## config.mk

```make
export PLATFORM = sky130hd
export DESIGN_NAME = dirty_rect_tracker_core
export DESIGN_NICKNAME = d
export VERILOG_FILES = /design/src/hdl/drt_pkg.sv /design/src/hdl/dirty_rect_tracker_core.sv /design/src/hdl/drt_unit.sv /design/src/hdl/drt_table.sv
export SDC_FILE = /design/constraint.sdc
export NUM_CORES = 1
export LEC_CHECK = 0
export BUFFER_PORTS_ARGS = -buffer_cell sky130_fd_sc_hd__buf_2
export CORE_UTILIZATION = 36
export DETAILED_ROUTE_END_ITERATION = 6
export GPL_TIMING_DRIVEN = 0
export PLACE_DENSITY = 0.57
export SETUP_SLACK_MARGIN = 0.5
export SLEW_MARGIN = 5
export SYNTH_ARGS = -nofsm -noshare
export SYNTH_HDL_FRONTEND = slang
export SYNTH_SLANG_ARGS = --single-unit
```

## constraint.sdc

```tcl
create_clock -name i_clk -period 19.75 [get_ports i_clk]
set_clock_uncertainty 0.2 [all_clocks]
set_input_delay 2.9625 -clock i_clk [delete_from_list [all_inputs] [get_ports i_clk]]
set_output_delay 2.9625 -clock i_clk [all_outputs]
set_load 0.02 [all_outputs]
```

## src/hdl/drt_pkg.sv

```systemverilog
package drt_pkg;

    localparam int POS_W       = 13;
    localparam int DIM_W       = 14;
    localparam int SUM_W       = DIM_W + 1;
    localparam int ENTRIES_DEF = 4;
    localparam int CFG_IDX_W   = 1;

    localparam logic [DIM_W-1:0] WIN_MAX = DIM_W'(8192);

    localparam logic [CFG_IDX_W-1:0] REG_WIN_WIDTH  = CFG_IDX_W'(0);
    localparam logic [CFG_IDX_W-1:0] REG_WIN_HEIGHT = CFG_IDX_W'(1);

    typedef enum logic [1:0] {
        CMD_ADD   = 2'd0,
        CMD_MARK  = 2'd1,
        CMD_FLUSH = 2'd2,
        CMD_NONE  = 2'd3
    } t_cmd;

    typedef enum logic [1:0] {
        OP_CLIP,
        OP_TEST,
        OP_SIZE
    } t_op;

    typedef enum logic [2:0] {
        S_IDLE,
        S_CLIP,
        S_SCAN,
        S_MERGE,
        S_APPEND,
        S_EMIT
    } t_state;

    typedef struct packed {
        t_cmd             command;
        logic [DIM_W-1:0] rect_x;
        logic [DIM_W-1:0] rect_y;
        logic [DIM_W-1:0] rect_width;
        logic [DIM_W-1:0] rect_height;
    } t_item;

    typedef struct packed {
        logic [POS_W-1:0] out_x;
        logic [POS_W-1:0] out_y;
        logic [DIM_W-1:0] out_width;
        logic [DIM_W-1:0] out_height;
        logic             last;
    } t_result;

    typedef struct packed {
        logic [POS_W-1:0] x;
        logic [POS_W-1:0] y;
        logic [DIM_W-1:0] w;
        logic [DIM_W-1:0] h;
    } t_rect;

    typedef struct packed {
        logic [DIM_W-1:0] x;
        logic [DIM_W-1:0] y;
        logic [DIM_W-1:0] right;
        logic [DIM_W-1:0] bottom;
    } t_box;

    typedef struct packed {
        logic             ignore;
        logic             hit;
        t_box             box;
        logic [DIM_W-1:0] w;
        logic [DIM_W-1:0] h;
        logic [DIM_W-1:0] win_w;
        logic [DIM_W-1:0] win_h;
    } t_unit_res;

endpackage

```

## src/hdl/dirty_rect_tracker_core.sv

```systemverilog
// Add: busy after start while the shared unit clips the rectangle; unless it is
// ignored, stored entries are compared one at a time, then it is merged or appended.
// Mark-all, unused commands and an empty flush never raise busy.
// Flush: busy while results are emitted; results follow one per cycle, registered
// from the EMIT state and strobed for one cycle; the receiver cannot stall.
// Synchronous active-low reset clears the table count, full mode and window.
module dirty_rect_tracker_core
    import drt_pkg::*;
#(
    parameter int ENTRIES = ENTRIES_DEF
) (
    input  logic                 i_clk,
    input  logic                 i_rst_n,
    input  logic                 start,
    output logic                 busy,
    input  t_item                i_item,
    output t_result              o_result,
    output logic                 o_result_valid,
    input  logic                 i_cfg_valid,
    output logic                 o_cfg_ready,
    input  logic [CFG_IDX_W-1:0] i_cfg_index,
    input  logic [DIM_W-1:0]     i_cfg_data
);

    localparam int IDX_W = (ENTRIES > 1) ? $clog2(ENTRIES) : 1;
    localparam int CNT_W = $clog2(ENTRIES + 1);

    t_state           r_state;
    t_state           n_state;
    t_item            r_item;
    t_box             r_box;
    t_box             n_box;
    logic [IDX_W-1:0] r_idx;
    logic [IDX_W-1:0] n_idx;
    logic [CNT_W-1:0] r_count;
    logic [CNT_W-1:0] n_count;
    logic             r_full;
    logic             n_full;
    logic [DIM_W-1:0] r_win_w;
    logic [DIM_W-1:0] r_win_h;
    t_result          r_out;
    t_result          n_out;
    logic             r_out_valid;
    logic             n_out_valid;

    logic             accept;
    t_op              op;
    t_box             unit_a;
    t_unit_res        res;
    logic             we;
    logic [IDX_W-1:0] waddr;
    t_rect            wdata;
    t_rect            rdata;
    logic             idx_last;

    assign accept      = start && (r_state == S_IDLE);
    assign busy        = (r_state != S_IDLE);
    assign o_cfg_ready = !busy;
    assign o_result       = r_out;
    assign o_result_valid = r_out_valid;
    assign idx_last    = (CNT_W'(r_idx) + CNT_W'(1)) == r_count;

    always_comb begin
        case (r_state)
            S_CLIP:  op = OP_CLIP;
            S_SCAN:  op = OP_TEST;
            default: op = OP_SIZE;
        endcase
        if (r_state == S_CLIP) begin
            unit_a = '{x: r_item.rect_x, y: r_item.rect_y, right: '0, bottom: '0};
        end else begin
            unit_a = r_box;
        end
    end

    drt_unit u_unit (
        .i_op    (op),
        .i_win_w (r_win_w),
        .i_win_h (r_win_h),
        .i_full  (r_full),
        .i_a     (unit_a),
        .i_w     (r_item.rect_width),
        .i_h     (r_item.rect_height),
        .i_ent   (rdata),
        .o_res   (res)
    );

    drt_table #(
        .WIDTH  ($bits(t_rect)),
        .DEPTH  (ENTRIES),
        .ADDR_W (IDX_W)
    ) u_table (
        .i_clk   (i_clk),
        .i_we    (we),
        .i_waddr (waddr),
        .i_wdata (wdata),
        .i_raddr (n_idx),
        .o_rdata (rdata)
    );

    assign wdata = '{x: r_box.x[POS_W-1:0], y: r_box.y[POS_W-1:0], w: res.w, h: res.h};

    always_comb begin
        n_state     = r_state;
        n_box       = r_box;
        n_idx       = r_idx;
        n_count     = r_count;
        n_full      = r_full;
        n_out       = r_out;
        n_out_valid = 1'b0;
        we          = 1'b0;
        waddr       = r_idx;
        case (r_state)
            S_IDLE: begin
                n_idx = '0;
                if (accept) begin
                    case (i_item.command)
                        CMD_ADD:  n_state = S_CLIP;
                        CMD_MARK: begin
                            n_count = '0;
                            n_full  = 1'b1;
                        end
                        CMD_FLUSH: begin
                            if (r_full || (r_count != '0)) begin
                                n_state = S_EMIT;
                            end
                        end
                        default: ;
                    endcase
                end
            end
            S_CLIP: begin
                if (res.ignore) begin
                    n_state = S_IDLE;
                end else begin
                    n_box   = res.box;
                    n_state = (r_count == '0) ? S_APPEND : S_SCAN;
                end
            end
            S_SCAN: begin
                if (res.hit) begin
                    n_box   = res.box;
                    n_state = S_MERGE;
                end else if (idx_last) begin
                    n_state = S_APPEND;
                end else begin
                    n_idx = r_idx + IDX_W'(1);
                end
            end
            S_MERGE: begin
                we      = 1'b1;
                n_state = S_IDLE;
            end
            S_APPEND: begin
                if (r_count >= CNT_W'(ENTRIES)) begin
                    n_count = '0;
                    n_full  = 1'b1;
                end else begin
                    we      = 1'b1;
                    waddr   = r_count[IDX_W-1:0];
                    n_count = r_count + CNT_W'(1);
                end
                n_state = S_IDLE;
            end
            S_EMIT: begin
                n_out_valid = 1'b1;
                if (r_full) begin
                    n_out   = '{out_x: '0, out_y: '0, out_width: res.win_w,
                                out_height: res.win_h, last: 1'b1};
                    n_full  = 1'b0;
                    n_count = '0;
                    n_state = S_IDLE;
                end else begin
                    n_out = '{out_x: rdata.x, out_y: rdata.y, out_width: rdata.w,
                              out_height: rdata.h, last: idx_last};
                    if (idx_last) begin
                        n_count = '0;
                        n_state = S_IDLE;
                    end else begin
                        n_idx = r_idx + IDX_W'(1);
                    end
                end
            end
            default: n_state = S_IDLE;
        endcase
    end

    always_ff @(posedge i_clk) begin
        if (!i_rst_n) begin
            r_state <= S_IDLE;
        end else begin
            r_state <= n_state;
        end
    end

    always_ff @(posedge i_clk) begin
        if (!i_rst_n) begin
            r_count     <= '0;
            r_full      <= 1'b0;
            r_out_valid <= 1'b0;
            r_win_w     <= '0;
            r_win_h     <= '0;
            r_idx       <= '0;
        end else begin
            r_count     <= n_count;
            r_full      <= n_full;
            r_out_valid <= n_out_valid;
            r_idx       <= n_idx;
            if (i_cfg_valid && o_cfg_ready) begin
                case (i_cfg_index)
                    REG_WIN_WIDTH:  r_win_w <= i_cfg_data;
                    REG_WIN_HEIGHT: r_win_h <= i_cfg_data;
                    default: ;
                endcase
            end
        end
    end

    always_ff @(posedge i_clk) begin
        if (accept) begin
            r_item <= i_item;
        end
        r_box <= n_box;
        r_out <= n_out;
    end

endmodule

```

## src/hdl/drt_unit.sv

```systemverilog
module drt_unit
    import drt_pkg::*;
(
    input  t_op              i_op,
    input  logic [DIM_W-1:0] i_win_w,
    input  logic [DIM_W-1:0] i_win_h,
    input  logic             i_full,
    input  t_box             i_a,
    input  logic [DIM_W-1:0] i_w,
    input  logic [DIM_W-1:0] i_h,
    input  t_rect            i_ent,
    output t_unit_res        o_res
);

    logic             clip;
    logic [DIM_W-1:0] ww;
    logic [DIM_W-1:0] wh;
    logic [DIM_W-1:0] sub_a0;
    logic [DIM_W-1:0] sub_a1;
    logic [DIM_W-1:0] sub0;
    logic [DIM_W-1:0] sub1;
    logic [DIM_W-1:0] wc;
    logic [DIM_W-1:0] hc;
    logic [DIM_W-1:0] add_a0;
    logic [DIM_W-1:0] add_a1;
    logic [DIM_W-1:0] add_b0;
    logic [DIM_W-1:0] add_b1;
    logic [SUM_W-1:0] add0;
    logic [SUM_W-1:0] add1;
    logic [DIM_W-1:0] ex;
    logic [DIM_W-1:0] ey;
    logic             miss;
    t_box             mbox;

    assign clip = (i_op == OP_CLIP);
    assign ww   = (i_win_w > WIN_MAX) ? WIN_MAX : i_win_w;
    assign wh   = (i_win_h > WIN_MAX) ? WIN_MAX : i_win_h;

    assign sub_a0 = clip ? ww : i_a.right;
    assign sub_a1 = clip ? wh : i_a.bottom;
    assign sub0   = sub_a0 - i_a.x;
    assign sub1   = sub_a1 - i_a.y;

    assign wc = (i_w > sub0) ? sub0 : i_w;
    assign hc = (i_h > sub1) ? sub1 : i_h;

    assign ex     = {1'b0, i_ent.x};
    assign ey     = {1'b0, i_ent.y};
    assign add_a0 = clip ? i_a.x : ex;
    assign add_a1 = clip ? i_a.y : ey;
    assign add_b0 = clip ? wc : i_ent.w;
    assign add_b1 = clip ? hc : i_ent.h;
    assign add0   = {1'b0, add_a0} + {1'b0, add_b0};
    assign add1   = {1'b0, add_a1} + {1'b0, add_b1};

    assign miss = (i_a.right < ex) || (add0 < {1'b0, i_a.x})
               || (i_a.bottom < ey) || (add1 < {1'b0, i_a.y});

    always_comb begin
        mbox.x      = (i_a.x > ex) ? ex : i_a.x;
        mbox.y      = (i_a.y > ey) ? ey : i_a.y;
        mbox.right  = ({1'b0, i_a.right} < add0) ? add0[DIM_W-1:0] : i_a.right;
        mbox.bottom = ({1'b0, i_a.bottom} < add1) ? add1[DIM_W-1:0] : i_a.bottom;
    end

    always_comb begin
        o_res.ignore = i_full || (i_w == '0) || (i_h == '0)
                    || (i_a.x >= ww) || (i_a.y >= wh);
        o_res.hit    = !miss;
        o_res.w      = sub0;
        o_res.h      = sub1;
        o_res.win_w  = ww;
        o_res.win_h  = wh;
        if (clip) begin
            o_res.box = '{x: i_a.x, y: i_a.y,
                          right: add0[DIM_W-1:0], bottom: add1[DIM_W-1:0]};
        end else begin
            o_res.box = mbox;
        end
    end

endmodule

```

## src/hdl/drt_table.sv

```systemverilog
module drt_table
    import drt_pkg::*;
#(
    parameter int WIDTH  = $bits(t_rect),
    parameter int DEPTH  = ENTRIES_DEF,
    parameter int ADDR_W = (DEPTH > 1) ? $clog2(DEPTH) : 1
) (
    input  logic              i_clk,
    input  logic              i_we,
    input  logic [ADDR_W-1:0] i_waddr,
    input  logic [WIDTH-1:0]  i_wdata,
    input  logic [ADDR_W-1:0] i_raddr,
    output logic [WIDTH-1:0]  o_rdata
);

    logic [WIDTH-1:0] r_mem [DEPTH];
    logic [WIDTH-1:0] r_rdata;

    always_ff @(posedge i_clk) begin
        if (i_we) begin
            r_mem[i_waddr] <= i_wdata;
        end
        r_rdata <= r_mem[i_raddr];
    end

    assign o_rdata = r_rdata;

endmodule

```

==> key figures, run 1 <==
Status
  – Outcome: completed

Clock network
  – Root Buffer: clkbuf_16
  – CTS H-tree lvls: 2
  – CTS Sinks: 475
  – TritonCTS clock tree: yes
  – Post-cts resize count: 0
  – Num CTS Buffers: 53
  – CTS Hold Bufs: 0
  – Clk buf depth: 3
  – Postcts setup bufs: 0
  – Worst-path clk slew: 80 ps
  – Worst skew pair latency: 610 ps

Finish
  – Most common cell after layout, fill and taps aside: edfxtp_1
  – Area of the multi-input gates: 10500 um2
  – Seq. cell area: 13300 um2
  – P&R area growth vs syn: 15.6%
  – Most frequent cells in the layout: edfxtp_1 (383), ha_1 (210), nand2_1 (204), inv_1 (160), buf_2 (136)
  – N_diodes: 0
  – Final instance area: 28600 um2
  – Number of fill cells: 6412
  – Final nets: 2501
  – Layout cells sized above 1: 15.8%

Floorplan
  – Die area: 69700 um2
  – Core area: 67500 um2
  – Num rows: 95
  – Initial Util: 36.6%
  – Die span in y: 264 um
  – Chip width: 264 um
  – I/O pins: 135

Synth
  – Synthesized flop and latch total: 475
  – Mapped cell area: 24700 um2
  – Synth Instances: 2011
  – EDFF count, synth: 383
  – Sequential element share of the synthesized area: 54.0%
  – Mapped Avg Cell Area: 12.3 um2
  – Synth unique cells: 75
  – Yosys top cell area share: 46.5%
  – Net count after synthesis: 2302
  – Synth top area cells: edfxtp_1 (47%), ha_1 (11%), dfxtp_1 (7.5%)
  – Syn. warnings: 0
  – Async SR Flop Fraction: 0%
  – Top FF cell, synth: edfxtp_1
  – Dominant cell type by area after synthesis: edfxtp_1

Route
  – Avg WL per Cell: 23.8 um
  – Vias/cell: 5.35
  – Initial DRC Count: 1239
  – Initial DRT Pass Iterations: 5
  – DRC Markers: 0
  – Routed Antenna Nets: 0
  – Via count: 16700
  – Final wirelength: 74400 um

Pwr
  – Peak supply drop: 0.0836 mV
  – Sw frac: 38.7%
  – Power per cell area: 156 nW/um2
  – Comb pwr share: 46.5%
  – Power Internal: 0.00273 W
  – Sequential power share: 30.2%
  – Static Leak: 11.3 nW
  – Clock power frac: 23.2%
  – Psw: 0.00172 W

Job
  – Max-cap viol count: 0

Setup path
  – CP Class: reg2reg
  – Reg-to-Reg Start: r_state[0]
  – Slowest stage cell, crit path: o21ai_2
  – Max incr delay on CP: 930 ps
  – Critical path required time: 20030 ps
  – CP max FO: 10
  – Critical Path Start Type: register
  – Crit path DAT: 13810 ps
  – CP Capture Type: register
  – R2R Setup Slk: 6220 ps
  – CP most frequent cell: o21ai_0
  – FF-to-FF End: u_table.o_rdata[49]
  – FF-to-FF path depth: 43

Place
  – DP Wirelength: 56800 um
  – Cell Area, Placed: 26800 um2
  – GP Congestion: 0.926
  – Buffers on Ports: 133

Worst hold path
  – Hold Path Depth: 2
  – Hold wc startpoint: r_win_w[6]
  – Endpoint of the worst hold path: r_win_w[6]
  – Worst Hold Class: reg2reg

Timing
  – Tcrit/Tclk final: 68.5%
  – Max-slew violations: 0
  – Minimum clock period after layout: 13530 ps
  – Slew of the pin with the lowest slew margin: 1340 ps
  – Setup violators final: 0
  – Setup TNS: 0 ps
  – Fmax: 0.0739 GHz
  – RSZ-0062 raised after global routing: no
  – Slew Limit Headroom: 10.2%
  – Endpoints failing hold: 0

Global routing
  – Largest net degree at the start of global routing: 43
  – Number of global-route vias before repair: 17000
  – First-pass GRT wire length: 110000 um
  – Initial antenna violation count: 1
  – Total gr overflow: 0
  – All-layer global routing usage: 21.4%
==> final cells by class <==
class / count / share of cell area (%)
Sequential cell: 475 / 46.7
Inverter: 161 / 2.12
Tap cell: 873 / 3.82
Buffer: 62 / 1.17
Multi-Input combinational cell: 1313 / 36.6
Clock inverter: 32 / 1.20
Clock buffer: 68 / 5.16
Timing Repair Buffer: 144 / 3.20
==> worst max-delay path, delay by kind of cell (launching register included) <==
kind,cells,cell delay [ps]
muxes,3,620
AOI/OAI and AO/OA,20,5910
and+or+nand+nor,8,2010
DFF,1,320
xor gates and xnor gates,2,610
adders and majority gates,4,1320
buffers and inverters,6,2340
==> flip-flops by register name (all words and copies together) (netlist names) <==
signal / cells
u_table.r_mem: 216
r_box: 56
r_item: 56
o_result: 55
u_table.o_rdata: 54
r_win_h: 14
r_win_w: 14
r_count: 3
r_state: 3
r_idx: 2
o_result_valid: 1
r_full: 1
==> worst max path at each step <==
| stage | cells after the start | slack [ps] | end | startpoint |
|---|---|---|---|---|
| 2_1_floorplan | 40 | 8840 | r_box[0] | r_state[0] |
| 4_1_cts | 43 | 6050 | u_table.o_rdata[49] | r_state[0] |
| 3_3_place_gp | 39 | 3160 | r_box[14] | r_state[0] |
| 3_5_place_dp | 43 | 6180 | u_table.o_rdata[49] | r_state[0] |
| 5_1_grt | 43 | 5320 | u_table.o_rdata[48] | r_state[0] |
| 6_report | 43 | 6220 | u_table.o_rdata[49] | r_state[0] |
==> metal layers <==
metal	global-route usage (%)	wire length (um)	part of all wire, %
met1	27.7	32500	44
met2	36.4	36200	49
met3	2.35	2780	3.7
met4	8.41	2900	3.9
met5	0	0	0
==> power by group through the flow <==
| stage | Clock [W] | Sequential [W] | Combinational, W |
|---|---|---|---|
| final | 0.00103 | 0.00135 | 0.00207 |
| after global routing | 0.00110 | 0.00136 | 0.00229 |
| after CTS | 0.00106 | 0.00135 | 0.00206 |
| after detailed placement | 0 | 0.00137 | 0.00204 |
| after global placement | 0 | 0.00137 | 0.00198 |
| after floorplan | 0 | 0.00135 | 0.00145 |
==> through the flow <==
step | hold slack [ps] | utilization, % | total power (W) | cells | worst slack [ps]
after global placement | 276 | 39.2 | 0.00336 | 3017 | 3160
after global routing | 321 | 42.3 | 0.00475 | 3128 | 5320
after floorplan | 252 | - | 0.00280 | 2011 | 8840
after detailed placement | 276 | 39.6 | 0.00341 | 3028 | 6180
after CTS | 287 | 42.3 | 0.00446 | 3128 | 6050
final | 287 | 42.3 | 0.00446 | 3128 | 6220
==> cells by family after synthesis <==
| logic type | Yosys count | synth area share, % |
|---|---|---|
| xor gates and xnor gates | 50 | 1.77 |
| adders and majority gates | 217 | 11.1 |
| AOI/OAI and AO/OA | 396 | 10.3 |
| and+or+nand+nor | 485 | 9.45 |
| muxes | 165 | 9.65 |
| buffers and inverters | 223 | 3.80 |
| DFF | 475 | 54.0 |
==> Yosys cell counts, drive strengths merged, types with 4 or more instances <==
| cell type | count |
|---|---|
| and4 | 6 |
| xor2 | 12 |
| a21oi | 81 |
| edfxtp | 383 |
| fa | 4 |
| nor4 | 10 |
| nand2b | 14 |
| or4 | 4 |
| nand3 | 20 |
| nor3b | 4 |
| a21o | 36 |
| a2111oi | 6 |
| mux2i | 77 |
| inv | 161 |
| xnor2 | 38 |
| o21bai | 29 |
| and2 | 55 |
| a22oi | 5 |
| ha | 210 |
| o21ai | 121 |
| nand2 | 204 |
| o2111ai | 7 |
| a31oi | 12 |
| clkbuf | 37 |
| a211oi | 8 |
| nor3 | 18 |
| nand4 | 19 |
| mux4 | 54 |
| nor2b | 29 |
| a21boi | 36 |
| or2 | 4 |
| dfxtp | 92 |
| and3 | 8 |
| buf | 25 |
| o21a | 22 |
| mux2 | 34 |
| nor2 | 81 |
Note: power is estimated with default switching activity, not from simulation.
==> run 2, diff against run 1 <==
--- a/config.mk
+++ b/config.mk
@@ -5,6 +5,7 @@
 export SDC_FILE = /design/constraint.sdc
 export NUM_CORES = 1
 export LEC_CHECK = 0
+export ABC_AREA = 1
 export BUFFER_PORTS_ARGS = -buffer_cell sky130_fd_sc_hd__buf_2
 export CORE_UTILIZATION = 36
 export DETAILED_ROUTE_END_ITERATION = 6
==> constraint.sdc (replaced) <==
create_clock -name i_clk -period 13.7 [get_ports i_clk]
set_clock_uncertainty 0.2 [all_clocks]
set_input_delay 2.055 -clock i_clk [delete_from_list [all_inputs] [get_ports i_clk]]
set_output_delay 2.055 -clock i_clk [all_outputs]
set_load 0.02 [all_outputs]
==> key figures, run 2 <==
Status
  – Outcome: completed

Finish
  – Most flop-heavy register: u_table.r_mem
  – Seq. cell area: 13300 um2
  – Most frequent cells in the layout: nand2_1 (670), inv_1 (547), edfxtp_1 (383), nand3_1 (300), ha_1 (210)
  – Number of flip-flops under the largest register name: 216
  – P&R area growth vs syn: 15.2%
  – Util after Layout: 41.9%
  – Number of fill cells: 7224
  – Layout cells sized above 1: 9.11%
  – Final nets: 3520
  – Top Registers: u_table.r_mem x216, r_box x56, r_item x56
  – Area of the multi-input gates: 10700 um2
  – Most common cell after layout, fill and taps aside: nand2_1

Synth
  – Async SR Flop Fraction: 0%
  – Mapped cell area: 26500 um2
  – Synth Instances: 3030
  – Syn. warnings: 0
  – Synth top area cells: edfxtp_1 (43%), ha_1 (9.9%), nand2_1 (9.5%)
  – Mapped Avg Cell Area: 8.74 um2
  – Synth unique cells: 48
  – EDFF count, synth: 383
  – Sequential element share of the synthesized area: 50.4%
  – Synth top cells by count: nand2_1 (671), inv_1 (548), edfxtp_1 (383), nand3_1 (300), ha_1 (210)
  – Net count after synthesis: 3321
  – Synthesized flop and latch total: 475
  – Dominant cell type by area after synthesis: edfxtp_1
  – Yosys top cell area share: 43.4%
  – Top FF cell, synth: edfxtp_1
  – Cell with the most instances after synthesis: nand2_1

Route
  – Avg WL per Cell: 21.1 um
  – DRC Markers: 0
  – Via count: 21800
  – Final wirelength: 89200 um
  – Initial DRT Pass Iterations: 6
  – Routed Antenna Nets: 0
  – Vias/cell: 5.15
  – Initial DRC Count: 2018

Timing
  – Setup TNS: 0 ps
  – Final WS setup: 1080 ps
  – Slew Limit Headroom: 24.8%
  – RSZ-0062 raised after global routing: no
  – Max-slew violations: 0
  – Tcrit/Tclk final: 92.1%
  – Minimum clock period after layout: 12620 ps
  – Setup violators final: 0
  – Endpoints failing hold: 0
  – Fmax: 0.0792 GHz
  – Slew of the pin with the lowest slew margin: 1130 ps

Floorplan
  – I/O pins: 135
  – Chip width: 273 um
  – Die area: 74700 um2
  – Core area: 72800 um2
  – Initial Util: 36.4%
  – Die span in y: 273 um
  – Num rows: 99

Setup path
  – Max incr delay on CP: 820 ps
  – CP Capture Type: register
  – Slowest stage cell, crit path: clkbuf_1
  – CP most frequent cell: nand2_1
  – CP max FO: 10
  – Delay-heaviest family, CP: buffers and inverters
  – Crit path DAT: 12950 ps
  – Critical path required time: 14030 ps
  – CP Class: reg2reg
  – Critical Path Start Type: register
  – Buf/Inv on CP: 10

Pwr
  – Power per cell area: 171 nW/um2
  – Tot Pwr: 0.00523 W
  – Static Leak: 14.2 nW
  – Peak supply drop: 0.112 mV

Job
  – Max-cap viol count: 0

Place
  – GP Congestion: 0.958
  – Buffers on Ports: 134
  – DP Wirelength: 68700 um
  – Worst slack, placed: 1190 ps

Clock network
  – Worst skew pair latency: 630 ps
  – Postcts setup bufs: 0
  – CTS Sinks: 475
  – Num CTS Buffers: 50
  – Clk buf depth: 3
  – Worst-path clk slew: 60 ps
  – Root Buffer: clkbuf_16
  – TritonCTS clock tree: yes
  – CTS H-tree lvls: 2

Global routing
  – First-pass GRT wire length: 129000 um
  – Initial antenna violation count: 2
  – Total gr overflow: 0
  – All-layer global routing usage: 23.6%
  – Number of global-route vias before repair: 20100
  – Largest net degree at the start of global routing: 57

Worst hold path
  – Worst Hold Class: reg2reg
## run 2: layout make-up
class / count / area share [%]
buffer: 94 / 1.39
timing repair buffer: 147 / 3.15
sequential: 475 / 43.7
multi-input combinational: 1906 / 35.1
clock inverter: 24 / 1.36
tap: 959 / 3.93
clock buffer: 69 / 4.56
antenna: 1 / 0.00820
inverter: 555 / 6.83
## run 2: timing repair
item,in CTS,in global routing
endpoints found under the setup margin,0,49
resized for setup,0,5
hold buffers,0,0
## run 2: metrics by stage
stage,cell area (um2),instances,hold slack (ps)
final,30500,4230,275
after global routing,30500,4230,298
after CTS,30500,4229,276
after detailed placement,28700,4136,266
after global placement,28400,4123,262
after floorplan,26500,3030,237
## run 2: logic make-up (layout without fill, tap and decap cells)
kind of cell / after synthesis / count (layout) / share of synthesized area [%]
XOR/XNOR: 46 / 46 / 1.52
flip-flops: 475 / 475 / 50.4
buffers and inverters: 649 / 889 / 9.44
AND/OR/NAND/NOR: 1217 / 1217 / 19.4
adder cells (fa/ha/maj): 214 / 214 / 10.2
other: 0 / 1 / 0
AO/OA/AOI/OAI: 429 / 429 / 9.01
## run 2: tightest hold or removal path, stage by stage (launching register included)
cell	delay, ps
dfxtp_1	310
inv_1	70
a21oi_1	60
## run 2: report_power, final
group / internal [W] / switching, W
Sequential: 0.00173 / 0.0000627
Clock: 0.000904 / 0.000595
Combinational: 0.000622 / 0.00132
## run 2: worst paths after layout
kind | from | cells past startpoint | slack [ps] | to
worst min-delay path | r_win_h[1] | 2 | 270 | r_win_h[1]
worst max-delay path | r_state[2] | 46 | 1080 | u_table.o_rdata[28]
worst min register to register | r_win_h[1] | 2 | 270 | r_win_h[1]
worst max register to register | r_state[2] | 46 | 1080 | u_table.o_rdata[28]
## run 2: routing by layer
metal | routed length, um | global-route usage, %
met5 | 13 | 0
met4 | 3370 | 8.84
met3 | 8160 | 4.53
met2 | 38400 | 35.8
met1 | 39300 | 33.1
